--- config.mk ---
export PLATFORM = sky130hd
export DESIGN_NAME = fpc_frame_core
export DESIGN_NICKNAME = d
export VERILOG_FILES = /design/src/rtl/core/fpc_pkg.sv /design/src/rtl/core/fpc_frame_core.sv
export SDC_FILE = /design/constraint.sdc
export NUM_CORES = 1
export LEC_CHECK = 0
export ABC_AREA = 1
export BUFFER_PORTS_ARGS = -buffer_cell sky130_fd_sc_hd__buf_2
export CAP_MARGIN = 20
export CORE_ASPECT_RATIO = 1.1
export CORE_MARGIN = 2
export CORE_UTILIZATION = 46
export CTS_CLUSTER_DIAMETER = 200
export DETAILED_ROUTE_END_ITERATION = 7
export GPL_ROUTABILITY_DRIVEN = 0
export GPL_TIMING_DRIVEN = 0
export MAX_ROUTING_LAYER = met4
export PLACE_DENSITY = 0.66
export SYNTH_ARGS = -nofsm -noshare
export SYNTH_HDL_FRONTEND = slang
export SYNTH_SLANG_ARGS = --single-unit
--- constraint.sdc ---
create_clock -name clk_i -period 5.1 [get_ports clk_i]
set_input_delay 0.255 -clock clk_i [delete_from_list [all_inputs] [get_ports clk_i]]
set_output_delay 0.255 -clock clk_i [all_outputs]
set_load 0.005 [all_outputs]
--- src/rtl/core/fpc_pkg.sv ---
// ----------------------------------------------------------------------------
// Framed packet checker package
// Shared constants, codes and types for the framed packet checker.
// ----------------------------------------------------------------------------
package fpc_pkg;

  // Field widths.
  localparam int unsigned WORD_W   = 32;
  localparam int unsigned LEN_W    = 31;
  localparam int unsigned SUM_W    = 28;
  localparam int unsigned STATUS_W = 3;
  localparam int unsigned CFG_IDX_W = 2;

  // Item kinds.
  localparam logic KIND_BYTE = 1'b0;
  localparam logic KIND_CONN = 1'b1;

  // Configuration register indexes.
  localparam logic [CFG_IDX_W-1:0] CFG_MAGIC  = 2'd0;
  localparam logic [CFG_IDX_W-1:0] CFG_MAXLEN = 2'd1;

  // Configuration reset values.
  localparam logic [WORD_W-1:0] MAGIC_RESET  = 32'h5891_5851;
  localparam logic [LEN_W-1:0]  MAXLEN_RESET = 31'd15728639;
  localparam logic [LEN_W-1:0]  MIN_LENGTH   = 31'd8;

  // Parser phases.
  localparam logic [1:0] PH_MAGIC   = 2'd0;
  localparam logic [1:0] PH_LENGTH  = 2'd1;
  localparam logic [1:0] PH_PAYLOAD = 2'd2;

  // Result status codes.
  localparam logic [STATUS_W-1:0] ST_OK           = 3'd0;
  localparam logic [STATUS_W-1:0] ST_BAD_MAGIC    = 3'd1;
  localparam logic [STATUS_W-1:0] ST_BAD_LENGTH   = 3'd2;
  localparam logic [STATUS_W-1:0] ST_SUM_MISMATCH = 3'd3;
  localparam logic [STATUS_W-1:0] ST_SEQ_MISMATCH = 3'd4;

  typedef struct packed {
    logic [WORD_W-1:0] magic_word;
    logic [LEN_W-1:0]  max_length;
  } fpc_cfg_t;

  typedef struct packed {
    logic [STATUS_W-1:0] status;
    logic [WORD_W-1:0]   packet_id;
    logic [WORD_W-1:0]   expected_id;
    logic [SUM_W-1:0]    computed_sum;
    logic [WORD_W-1:0]   received_sum;
  } fpc_result_t;

endpackage

--- src/rtl/core/fpc_frame_core.sv ---
// ----------------------------------------------------------------------------
// Framed packet checker frame parser
// Per-byte frame state update and result generation.
// ----------------------------------------------------------------------------
module fpc_frame_core
  import fpc_pkg::*;
(
  input  logic        clk_i,
  input  logic        rst_ni,
  input  fpc_cfg_t    cfg_i,
  input  logic        step_i,
  input  logic        kind_i,
  input  logic [7:0]  data_i,
  output logic        res_valid_o,
  output fpc_result_t res_o
);

  logic [1:0]        phase_q, phase_d;
  logic [1:0]        hdr_idx_q, hdr_idx_d;
  logic [WORD_W-1:0] magic_q, magic_d;
  logic [WORD_W-1:0] len_q, len_d;
  logic [LEN_W-1:0]  remain_q, remain_d;
  logic [2:0]        id_cnt_q, id_cnt_d;
  logic [SUM_W-1:0]  sum_q, sum_d;
  logic [WORD_W-1:0] id_q, id_d;
  logic [WORD_W-1:0] trailer_q, trailer_d;
  logic [WORD_W-1:0] good_q, good_d;
  logic              halted_q, halted_d;

  always_comb begin
    phase_d   = phase_q;
    hdr_idx_d = hdr_idx_q;
    magic_d   = magic_q;
    len_d     = len_q;
    remain_d  = remain_q;
    id_cnt_d  = id_cnt_q;
    sum_d     = sum_q;
    id_d      = id_q;
    trailer_d = trailer_q;
    good_d    = good_q;
    halted_d  = halted_q;

    res_valid_o        = 1'b0;
    res_o.status       = ST_OK;
    res_o.packet_id    = '0;
    res_o.expected_id  = good_q;
    res_o.computed_sum = '0;
    res_o.received_sum = '0;

    if (step_i) begin
      if (kind_i == KIND_CONN) begin
        good_d    = '0;
        halted_d  = 1'b0;
        phase_d   = PH_MAGIC;
        hdr_idx_d = '0;
      end else if (!halted_q) begin
        unique case (phase_q)
          PH_MAGIC: begin
            magic_d   = {data_i, magic_q[WORD_W-1:8]};
            hdr_idx_d = hdr_idx_q + 2'd1;
            if (hdr_idx_q == 2'd3) begin
              if (magic_d != cfg_i.magic_word) begin
                halted_d     = 1'b1;
                res_valid_o  = 1'b1;
                res_o.status = ST_BAD_MAGIC;
              end else begin
                phase_d = PH_LENGTH;
              end
            end
          end
          PH_LENGTH: begin
            len_d     = {data_i, len_q[WORD_W-1:8]};
            hdr_idx_d = hdr_idx_q + 2'd1;
            if (hdr_idx_q == 2'd3) begin
              if (len_d[WORD_W-1] || (len_d[LEN_W-1:0] < MIN_LENGTH) ||
                  (len_d[LEN_W-1:0] > cfg_i.max_length)) begin
                halted_d     = 1'b1;
                res_valid_o  = 1'b1;
                res_o.status = ST_BAD_LENGTH;
              end else begin
                phase_d   = PH_PAYLOAD;
                remain_d  = len_d[LEN_W-1:0] - 31'd1;
                id_cnt_d  = '0;
                sum_d     = '0;
                id_d      = '0;
                trailer_d = '0;
              end
            end
          end
          PH_PAYLOAD: begin
            // The first four payload bytes form the sequence id.
            if (id_cnt_q != 3'd4) begin
              id_d     = {data_i, id_q[WORD_W-1:8]};
              id_cnt_d = id_cnt_q + 3'd1;
            end
            // Everything but the last four bytes is summed.
            if (remain_q >= 31'd4) begin
              sum_d = sum_q + {{(SUM_W-8){1'b0}}, data_i};
            end else begin
              trailer_d = {data_i, trailer_q[WORD_W-1:8]};
            end
            if (remain_q == '0) begin
              res_valid_o        = 1'b1;
              res_o.packet_id    = id_d;
              res_o.computed_sum = sum_q;
              res_o.received_sum = trailer_d;
              if (trailer_d != {{(WORD_W-SUM_W){1'b0}}, sum_q}) begin
                res_o.status = ST_SUM_MISMATCH;
              end else if (id_d != good_q) begin
                res_o.status = ST_SEQ_MISMATCH;
              end else begin
                res_o.status = ST_OK;
              end
              if (res_o.status == ST_OK) begin
                good_d = good_q + 32'd1;
              end else begin
                halted_d = 1'b1;
              end
              phase_d   = PH_MAGIC;
              hdr_idx_d = '0;
            end else begin
              remain_d = remain_q - 31'd1;
            end
          end
          default: begin
            phase_d   = PH_MAGIC;
            hdr_idx_d = '0;
          end
        endcase
      end
    end
  end

  always_ff @(posedge clk_i or negedge rst_ni) begin
    if (!rst_ni) begin
      phase_q   <= PH_MAGIC;
      hdr_idx_q <= '0;
      magic_q   <= '0;
      len_q     <= '0;
      remain_q  <= '0;
      id_cnt_q  <= '0;
      sum_q     <= '0;
      id_q      <= '0;
      trailer_q <= '0;
      good_q    <= '0;
      halted_q  <= 1'b0;
    end else begin
      phase_q   <= phase_d;
      hdr_idx_q <= hdr_idx_d;
      magic_q   <= magic_d;
      len_q     <= len_d;
      remain_q  <= remain_d;
      id_cnt_q  <= id_cnt_d;
      sum_q     <= sum_d;
      id_q      <= id_d;
      trailer_q <= trailer_d;
      good_q    <= good_d;
      halted_q  <= halted_d;
    end
  end

endmodule

## Word level (Yosys, flattened, before mapping)

Index checks and enable logic that the tools add are counted.

| operators by class | value |
|---|---|
| add/sub/neg operators | 6 |
| magnitude comparators | 3 |
| equality and inequality tests | 18 |
| mux-type cells | 78 |
| bitwise logic cells | 2 |
| reductions and logical operators | 19 |

Operators with widths:

| cell | count |
|---|---|
| 2-to-1 mux 32 bit | 18 |
| 2-to-1 mux 60 bit | 5 |
| 2-to-1 mux 35 bit | 4 |
| case mux 32 bit (2 select lines) | 2 |
| 2-to-1 mux 31 bit | 3 |
| 2-to-1 mux 28 bit | 3 |
| inequality test 32 bit | 2 |
| case mux 31 bit (2 select lines) | 1 |
| subtractor 31 x 1 -> 31 bit (second input constant) | 2 |
| case mux 28 bit (2 select lines) | 1 |
| adder 32 x 1 -> 32 bit (second input constant) | 1 |
| inequality test 32 x 28 -> 1 bit | 1 |
| >= comparator 31 x 3 -> 1 bit (second input constant) | 1 |
| > comparator 31 bit | 1 |
| logical NOT 31 bit | 1 |
| < comparator 31 x 4 -> 1 bit (second input constant) | 1 |
| 2-to-1 mux 3 bit | 10 |
| adder 28 x 8 -> 28 bit | 1 |
| AND reduction 7 bit | 4 |
| 2-to-1 mux 2 bit | 11 |
| inequality test 3 bit (second input constant) | 6 |
| 2-to-1 mux 1 bit | 14 |
| inequality test 2 bit (second input constant) | 6 |
| case mux 3 bit (3 select lines) | 1 |
| other kinds (18) | 26 |

| storage, ports and cells | value |
|---|---|
| bits in registers | 227 |
| output and inout bits | 128 |
| word-level logic and storage cells | 137 |

## Longest topological paths before layout

Gate-level depths: netlist of the first run.

| depth | value |
|---|---|
| depth in word-level cells | 20 |
| mapped depth | 21 |

## Worst setup path before layout of the first run

No wires, ideal clock.

| timing path | value |
|---|---|
| path kind | flip-flop to flip-flop |
| from | register id_cnt_q[0] |
| to | register good_q[26] |
| library setup time | 0.117 ns |
| arrival | 2.322 ns |
| setup slack | 2.661 ns |
| cell stages (with the launch flop) | 16 |
| buffers on the path | 2 |
| clock period less this slack | 2.439 ns |
| path through | dfrtp_1 inv_1 ha_1 nand2_2 buf_2 o21ai_0 xor2_1 nor4_1 nand3b_1 nor2_1 nand3_2 nand2_2 nand3_4 buf_6 nand2_1 nand2_1 |

| on the way | value |
|---|---|
| word-level cells in the longest chain between the ends | 17 |

RTL lines:

| what | line | text |
|---|---|---|
| start: declaration | fpc_frame_core.sv:23 | `logic [2:0] id_cnt_q, id_cnt_d;` |
| start signal: assignment | fpc_frame_core.sv:153 | `id_cnt_q <= id_cnt_d;` |
| inequality test 3 bit | fpc_frame_core.sv:92 | `if (id_cnt_q != 3'd4) begin` |
| 2-to-1 mux 32 bit | fpc_frame_core.sv:92 |  |
| 2-to-1 mux 32 bit | fpc_frame_core.sv:57 | `unique case (phase_q)` |
| 2-to-1 mux 32 bit | fpc_frame_core.sv:56 | `end else if (!halted_q) begin` |
| 2-to-1 mux 32 bit | fpc_frame_core.sv:51 | `if (kind_i == KIND_CONN) begin` |
| 2-to-1 mux 32 bit | fpc_frame_core.sv:50 | `if (step_i) begin` |
| inequality test 32 bit | fpc_frame_core.sv:109 | `end else if (id_d != good_q) begin` |
| 2-to-1 mux 3 bit | fpc_frame_core.sv:109 |  |
| 2-to-1 mux 3 bit | fpc_frame_core.sv:107 | `if (trailer_d != {{(WORD_W-SUM_W){1'b0}}, sum_q}) begin` |
| 2-to-1 mux 3 bit | fpc_frame_core.sv:102 | `if (remain_q == '0) begin` |
| 2-to-1 mux 3 bit | fpc_frame_core.sv:57 |  |
| 2-to-1 mux 3 bit | fpc_frame_core.sv:56 |  |
| 2-to-1 mux 3 bit | fpc_frame_core.sv:51 |  |
| 2-to-1 mux 3 bit | fpc_frame_core.sv:50 |  |
| logical NOT 3 bit | fpc_frame_core.sv:114 | `if (res_o.status == ST_OK) begin` |
| nonzero test 2 bit (no line) | - |  |
| AND reduction 5 bit (no line) | - |  |
| end signal: assignment | fpc_frame_core.sv:157 | `good_q <= good_d;` |
| end: declaration | fpc_frame_core.sv:27 | `logic [WORD_W-1:0] good_q, good_d;` |

Every way passes these cells. The select of a mux whose other input is x is not followed.
A chain may end at the register's enable or synchronous reset.

==> results.cfg, run 1 <==
[run_status]
status = finished, final reports clean

[synthesis]
yosys.cell_count.top_type = nand2_1
postSynthAreaPerCell_sq_um = 6.63
yosysTopAreaCell = dfrtp_1
ys_seq_elements = 211
synthTopCellsByArea = dfrtp_1, nand2_1, o21ai_0, inv_1, nor2_1
synth_common_cells = nand2_1, inv_1, o21ai_0
syn_inst = 2306
ys_warn_count = 0
synth_area_sq_mm = 0.0153
async_flop_share_pct = 100
synthDistinctLibCells = 45
synthFlopType = dfrtp_1
synth_edf_count = 0
syn-num-nets = 2426
ys_seq_area_share_pct = 34.5
netlist.area_leader.share_pct = 34.5

[routing]
viasPerCell = 5.41
drc = 0
wire_per_inst_um = 17.7
drtPass1Iterations = 6
wl_um = 52900
drt_first_iter_violations = 1533
via_count = 16147
ant_nets = 0

[power_and_ir_drop]
p_sw_mw = 2.94
switching_share_pct = 42.0
combPwrFrac_pct = 38.4
intPower_mw = 4.06
seq_power_share_pct = 35.4
p_leak_nw = 8.43
power_density_mw_per_mm2 = 394
p_clk_share_pct = 26.2
vdd_drop_max_mv = 0.253

[timing]
layout_min_cycle_time_ns = 4.19
max_freq_ghz = 0.239
setup-violations-final = 0
period_share_pct = 82.1
rsz0062_at_grt = no
slew_headroom_pct = 41.0
tightestPinTransition_ns = 0.876
fin_worst_skew_ns = 0.0287
hold_viol_final = 0
setup_slack_ns = 0.911
whs_ns = 0.0401
drv_slew = 0

[worst_setup_path]
path_class = register to primary output
crit_required_ns = 4.85
critPathLaunchType = register
cp-end-kind = primary output
worstPathArrival_ns = 3.93
startpoint = phase_q[1]
crit_fanout = 10
worst_r2r_path_depth = 15
r2r-start = id_cnt_q[0]

[die]
die_h_um = 195
core_sq_mm = 0.0330
start_util_pct = 46.3
io_pins = 203
num_rows = 70
die_w_um = 178
fp.dieArea_sq_mm = 0.0347

[cts]
postCtsSetupRepairBufs = 0
cts_made_buffers = 25
clk_latency_ns = 0.56
cts_root_buffer = clkbuf_16
clock-sinks = 211
clkTransAtPathRegs_ns = 0.06
htreeDepth = 1
cts_tree = built
post_cts_resized = 0
cts.path.max_buffers = 3

[worst_hold_path]
min_path_cells = 4
hp-class = primary input to register
hold_start = step_i

[cells_and_area]
nFillCells = 3294
nNetsFinal = 2657
diodes = 0
layout-drive-gt1-share_pct = 12.8
design_area_sq_mm = 0.0177
area_delta_synth_final_pct = 16.1

[place]
placement.io_buffers = 201
dpl.hpwl_um = 41000
post-place-ws_ns = 1.60
place_area_sq_mm = 0.0169

[flow_run]
maxCapViolCount = 0

[grt]
grt_pass1_wl_um = 82600
track_usage_pct = 31.3
grt_pass1_vias = 15277
antenna_found_initial = 0
overflow = 0
grt_max_degree = 93
==> flip-flops by register name, indices dropped and copies added, names as in the netlist <==
register	cells
good_q	32
halted_q	1
hdr_idx_q	2
id_cnt_q	3
id_q	32
len_q	24
magic_q	24
phase_q	2
remain_q	31
sum_q	28
trailer_q	32
==> layout make-up <==
class,instances,area [sq um],share of cell area [%]
Buffer,94,433,2.44
Clock buffer,36,757,4.27
Clock inverter,9,81.3,0.458
Inverter,291,1090,6.15
Multi-Input combinational cell,1710,8480,47.8
Sequential cell,211,5280,29.8
Tap cell,432,541,3.05
Timing Repair Buffer,204,1080,6.09
==> cell families (layout without fill, tap and decap cells) <==
| group | count (synthesis) | count (layout) | synth area share [%] |
|---|---|---|---|
| AO/OA/AOI/OAI | 352 | 352 | 11.9 |
| AND/OR/NAND/NOR | 1186 | 1186 | 32.5 |
| flip-flops | 211 | 211 | 34.5 |
| multiplexers | 6 | 6 | 0.442 |
| adder cells (fa/ha/maj) | 45 | 45 | 3.73 |
| buffers and inverters | 385 | 634 | 9.98 |
| XOR/XNOR | 121 | 121 | 6.93 |
==> power groups by stage <==
stage / clock, mW / combinational, mW / sequential (mW)
3_3_place_gp: 0 / 2.58 / 2.48
2_1_floorplan: 0 / 1.95 / 2.34
6_report: 1.83 / 2.69 / 2.48
4_1_cts: 1.86 / 2.67 / 2.47
5_1_grt: 1.93 / 3.07 / 2.52
3_5_place_dp: 0 / 2.65 / 2.49
==> through the flow <==
stage / utilization (%) / power, mW / TNS [ns] / instances
2_1_floorplan: - / 4.29 / 0 / 2306
3_3_place_gp: 51.0 / 5.06 / -0.209 / 2939
4_1_cts: 53.7 / 6.99 / 0 / 2987
5_1_grt: 53.7 / 7.52 / 0 / 2987
3_5_place_dp: 51.2 / 5.14 / 0 / 2941
6_report: 53.7 / 7.00 / 0 / 2987
==> placed cells by master, fill, tap and decap left out, types with 3 or more instances in the layout <==
| cell type | instances |
|---|---|
| clkbuf_16 | 25 |
| ha_1 | 44 |
| buf_6 | 6 |
| buf_2 | 213 |
| xor2_1 | 70 |
| buf_4 | 5 |
| o21ai_1 | 17 |
| nor4_1 | 25 |
| nand4_1 | 61 |
| o22ai_1 | 5 |
| nor3b_1 | 3 |
| nand3_1 | 70 |
| nor3_1 | 38 |
| dfrtp_1 | 211 |
| nand2_2 | 7 |
| inv_6 | 3 |
| or2_2 | 30 |
| nor2_1 | 237 |
| clkbuf_8 | 9 |
| o21ai_0 | 241 |
| mux2_2 | 6 |
| nand2_1 | 703 |
| nor2_2 | 4 |
| o211ai_1 | 3 |
| xnor2_1 | 51 |
| clkbuf_1 | 70 |
| inv_1 | 288 |
| clkinv_2 | 5 |
| o21a_1 | 3 |
| a21oi_1 | 73 |
==> per-layer routing <==
| metal | routed length (um) | part of all wire [%] | up-vias | GRT usage, % |
|---|---|---|---|---|
| met5 | 0 | 0 | - | - |
| met4 | 2940 | 5.6 | 0 | 16.3 |
| met3 | 4560 | 8.6 | 158 | 3.80 |
| met2 | 23500 | 44 | 794 | 48.1 |
| met1 | 21900 | 41 | 7390 | 40.5 |
| li1 | - | - | 7805 | - |
==> final timing paths <==
check / endpoint / slack (ns)
max in group asynchronous: sum_q[6] / 4.05
min in group asynchronous: good_q[15] / 0.22
max: res_o[34] / 0.91
min reg2reg: trailer_q[3] / 0.49
max reg2reg: good_q[31] / 1.59
min: halted_q / 0.04
==> critical path: stages (launching register included) <==
cell and delay (ns):
dfrtp_1 0.45, nand2_2 0.22, clkinv_1 0.34, clkbuf_1 0.41, nand2_1 0.24, nor2_1 0.06, inv_1 0.08, clkbuf_1 0.60
clkbuf_1 0.58, nor2_1 0.21, buf_2 0.19
==> what timing repair did <==
| action | 4_1_cts | 5_1_grt |
|---|---|---|
| hold endpoints to repair | 57 | 0 |
| setup endpoints to repair | 0 | 0 |
| hold buffers | 1 | 0 |
Note: power is estimated with default switching activity, not from simulation.
==> run 2: changes to the inputs <==
Clock period 5.1 ns to 4.08 ns, I/O delays scaled along.
==> run 2 against run 1 <==
  * Sequential share of layout area about the same
  * Design area about the same
  * Hold slack gained 0.057 ns
  * Non-clock buffer count grew 1
==> results.cfg, run 2 (synthesized netlist as in run 1, its figures left out) <==
[run_status]
status = finished, final reports clean

[grt]
grt_pass1_wl_um = 82600
antenna_found_initial = 0
grt_max_degree = 93
overflow = 0
track_usage_pct = 31.3
grt_pass1_vias = 15283

[cells_and_area]
largestRegisters = good_q x32, id_q x32, trailer_q x32
nNetsFinal = 2658
nFillCells = 3294
final_common_cell = nand2_1
final_cell_mix = nand2_1, inv_1, o21ai_0
area_delta_synth_final_pct = 16.2
diodes = 0
layout-drive-gt1-share_pct = 12.8
design_area_sq_mm = 0.0178

[worst_setup_path]
path_class = register to primary output
cp_common_cell = nand2_1
worstPathArrival_ns = 3.74
crit_required_ns = 3.88
worstPathCellList = nor2_1 > nand2_1 > inv_1 > nand2_1 > nor2_1 > nand2_2 > buf_2 > nand2_1 > o21ai_0 > nand2_1 > nand2_1 > nor2_1 > nand2_1 > nor2_2 > nand2_1 > nor3_1 > buf_2
cp_slowest_cell = dfrtp_1
cpPeakStageDelay_ns = 0.40
critPathLaunchType = register
crit_fanout = 10
cp-end-kind = primary output

[timing]
setup_slack_ns = 0.140
fin_worst_skew_ns = 0.0268
fin_setup_tns_ns = 0
setup-violations-final = 0
tightestPinTransition_ns = 0.887
slew_headroom_pct = 40.3
max_freq_ghz = 0.254
hold_viol_final = 0
whs_ns = 0.0966
period_share_pct = 96.6
layout_min_cycle_time_ns = 3.94
drv_slew = 0
rsz0062_at_grt = no

[place]
place_area_sq_mm = 0.0169
post-place-ws_ns = 0.632
placement.io_buffers = 201
dpl.hpwl_um = 41000

[power_and_ir_drop]
power_density_mw_per_mm2 = 493
p_leak_nw = 8.44
finalPower_mw = 8.75
vdd_drop_max_mv = 0.314

[die]
start_util_pct = 46.3
die_h_um = 195
io_pins = 203
num_rows = 70
fp.dieArea_sq_mm = 0.0347
die_w_um = 178
core_sq_mm = 0.0330

[routing]
ant_nets = 0
drc = 0
via_count = 16201
drt_first_iter_violations = 1462
wl_um = 53000
wire_per_inst_um = 17.7
drtPass1Iterations = 7
viasPerCell = 5.42

[cts]
cts_root_buffer = clkbuf_16
clk_latency_ns = 0.56
cts_tree = built
postCtsSetupRepairBufs = 0
clock-sinks = 211
clkTransAtPathRegs_ns = 0.06
cts_made_buffers = 25
cts.path.max_buffers = 3
htreeDepth = 1

[flow_run]
maxCapViolCount = 0

[worst_hold_path]
hp-class = primary input to register
run 2: changes by cell type in the layout (fill, tap and decap cells not counted):
cell           delta
dlygate4sd3_1     +1
clkbuf_1          -1
clkbuf_2          +1
run 2: power by group:
group	total (mW)	internal [mW]	switching, mW
clock	2.28	1.35	0.932
combinational	3.36	1.14	2.22
sequential	3.10	2.57	0.526
run 2: area by class of cell:
cell class	count	area, sq um	area share (%)
Inverter	291	1090	6.15
Tap cell	432	541	3.04
Sequential cell	211	5280	29.7
Multi-Input combinational cell	1710	8480	47.8
Clock buffer	36	757	4.26
Buffer	94	434	2.44
Timing Repair Buffer	205	1090	6.14
Clock inverter	9	81.3	0.458
run 2: timing repair:
item / 4_1_cts / 5_1_grt
resized for setup: 0 / 2
setup endpoints to repair: 0 / 30
endpoints found under the hold margin: 58 / 0
hold buffers: 2 / 0
run 2: critical path, delay by kind of cell (launching register included):
kind                   cells  cell delay (ns)
and+or+nand+nor           13             2.08
buffers and inverters      3             0.52
DFF                        1             0.40
AOI/OAI and AO/OA          1             0.19
run 2: worst paths after layout:
kind | slack (ns) | start | cells past startpoint | to
min reg2reg | 0.49 | magic_q[24] | 2 | magic_q[24]
max reg2reg | 0.54 | id_cnt_q[0] | 15 | good_q[31]
min in group asynchronous | 0.17 | rst_ni | 2 | good_q[15]
min | 0.1 | data_i[6] | 3 | len_q[30]
max in group asynchronous | 3.07 | rst_ni | 3 | magic_q[31]
max | 0.14 | remain_q[10] | 17 | res_o[126]
run 2: per-stage QoR:
step           util, %  cells
2_1_floorplan        -   2306
3_3_place_gp      51.0   2939
3_5_place_dp      51.2   2941
4_1_cts           53.8   2988
5_1_grt           53.8   2988
6_report          53.8   2988
run 2: layer usage:
metal  up-vias  wire length [um]  track usage (%)
met5         -                 0                -
met4         0              2910             16.3
met3       159              4720             3.80
met2       835             23500             48.1
met1      7412             21900             40.6
li1       7795                 -                -
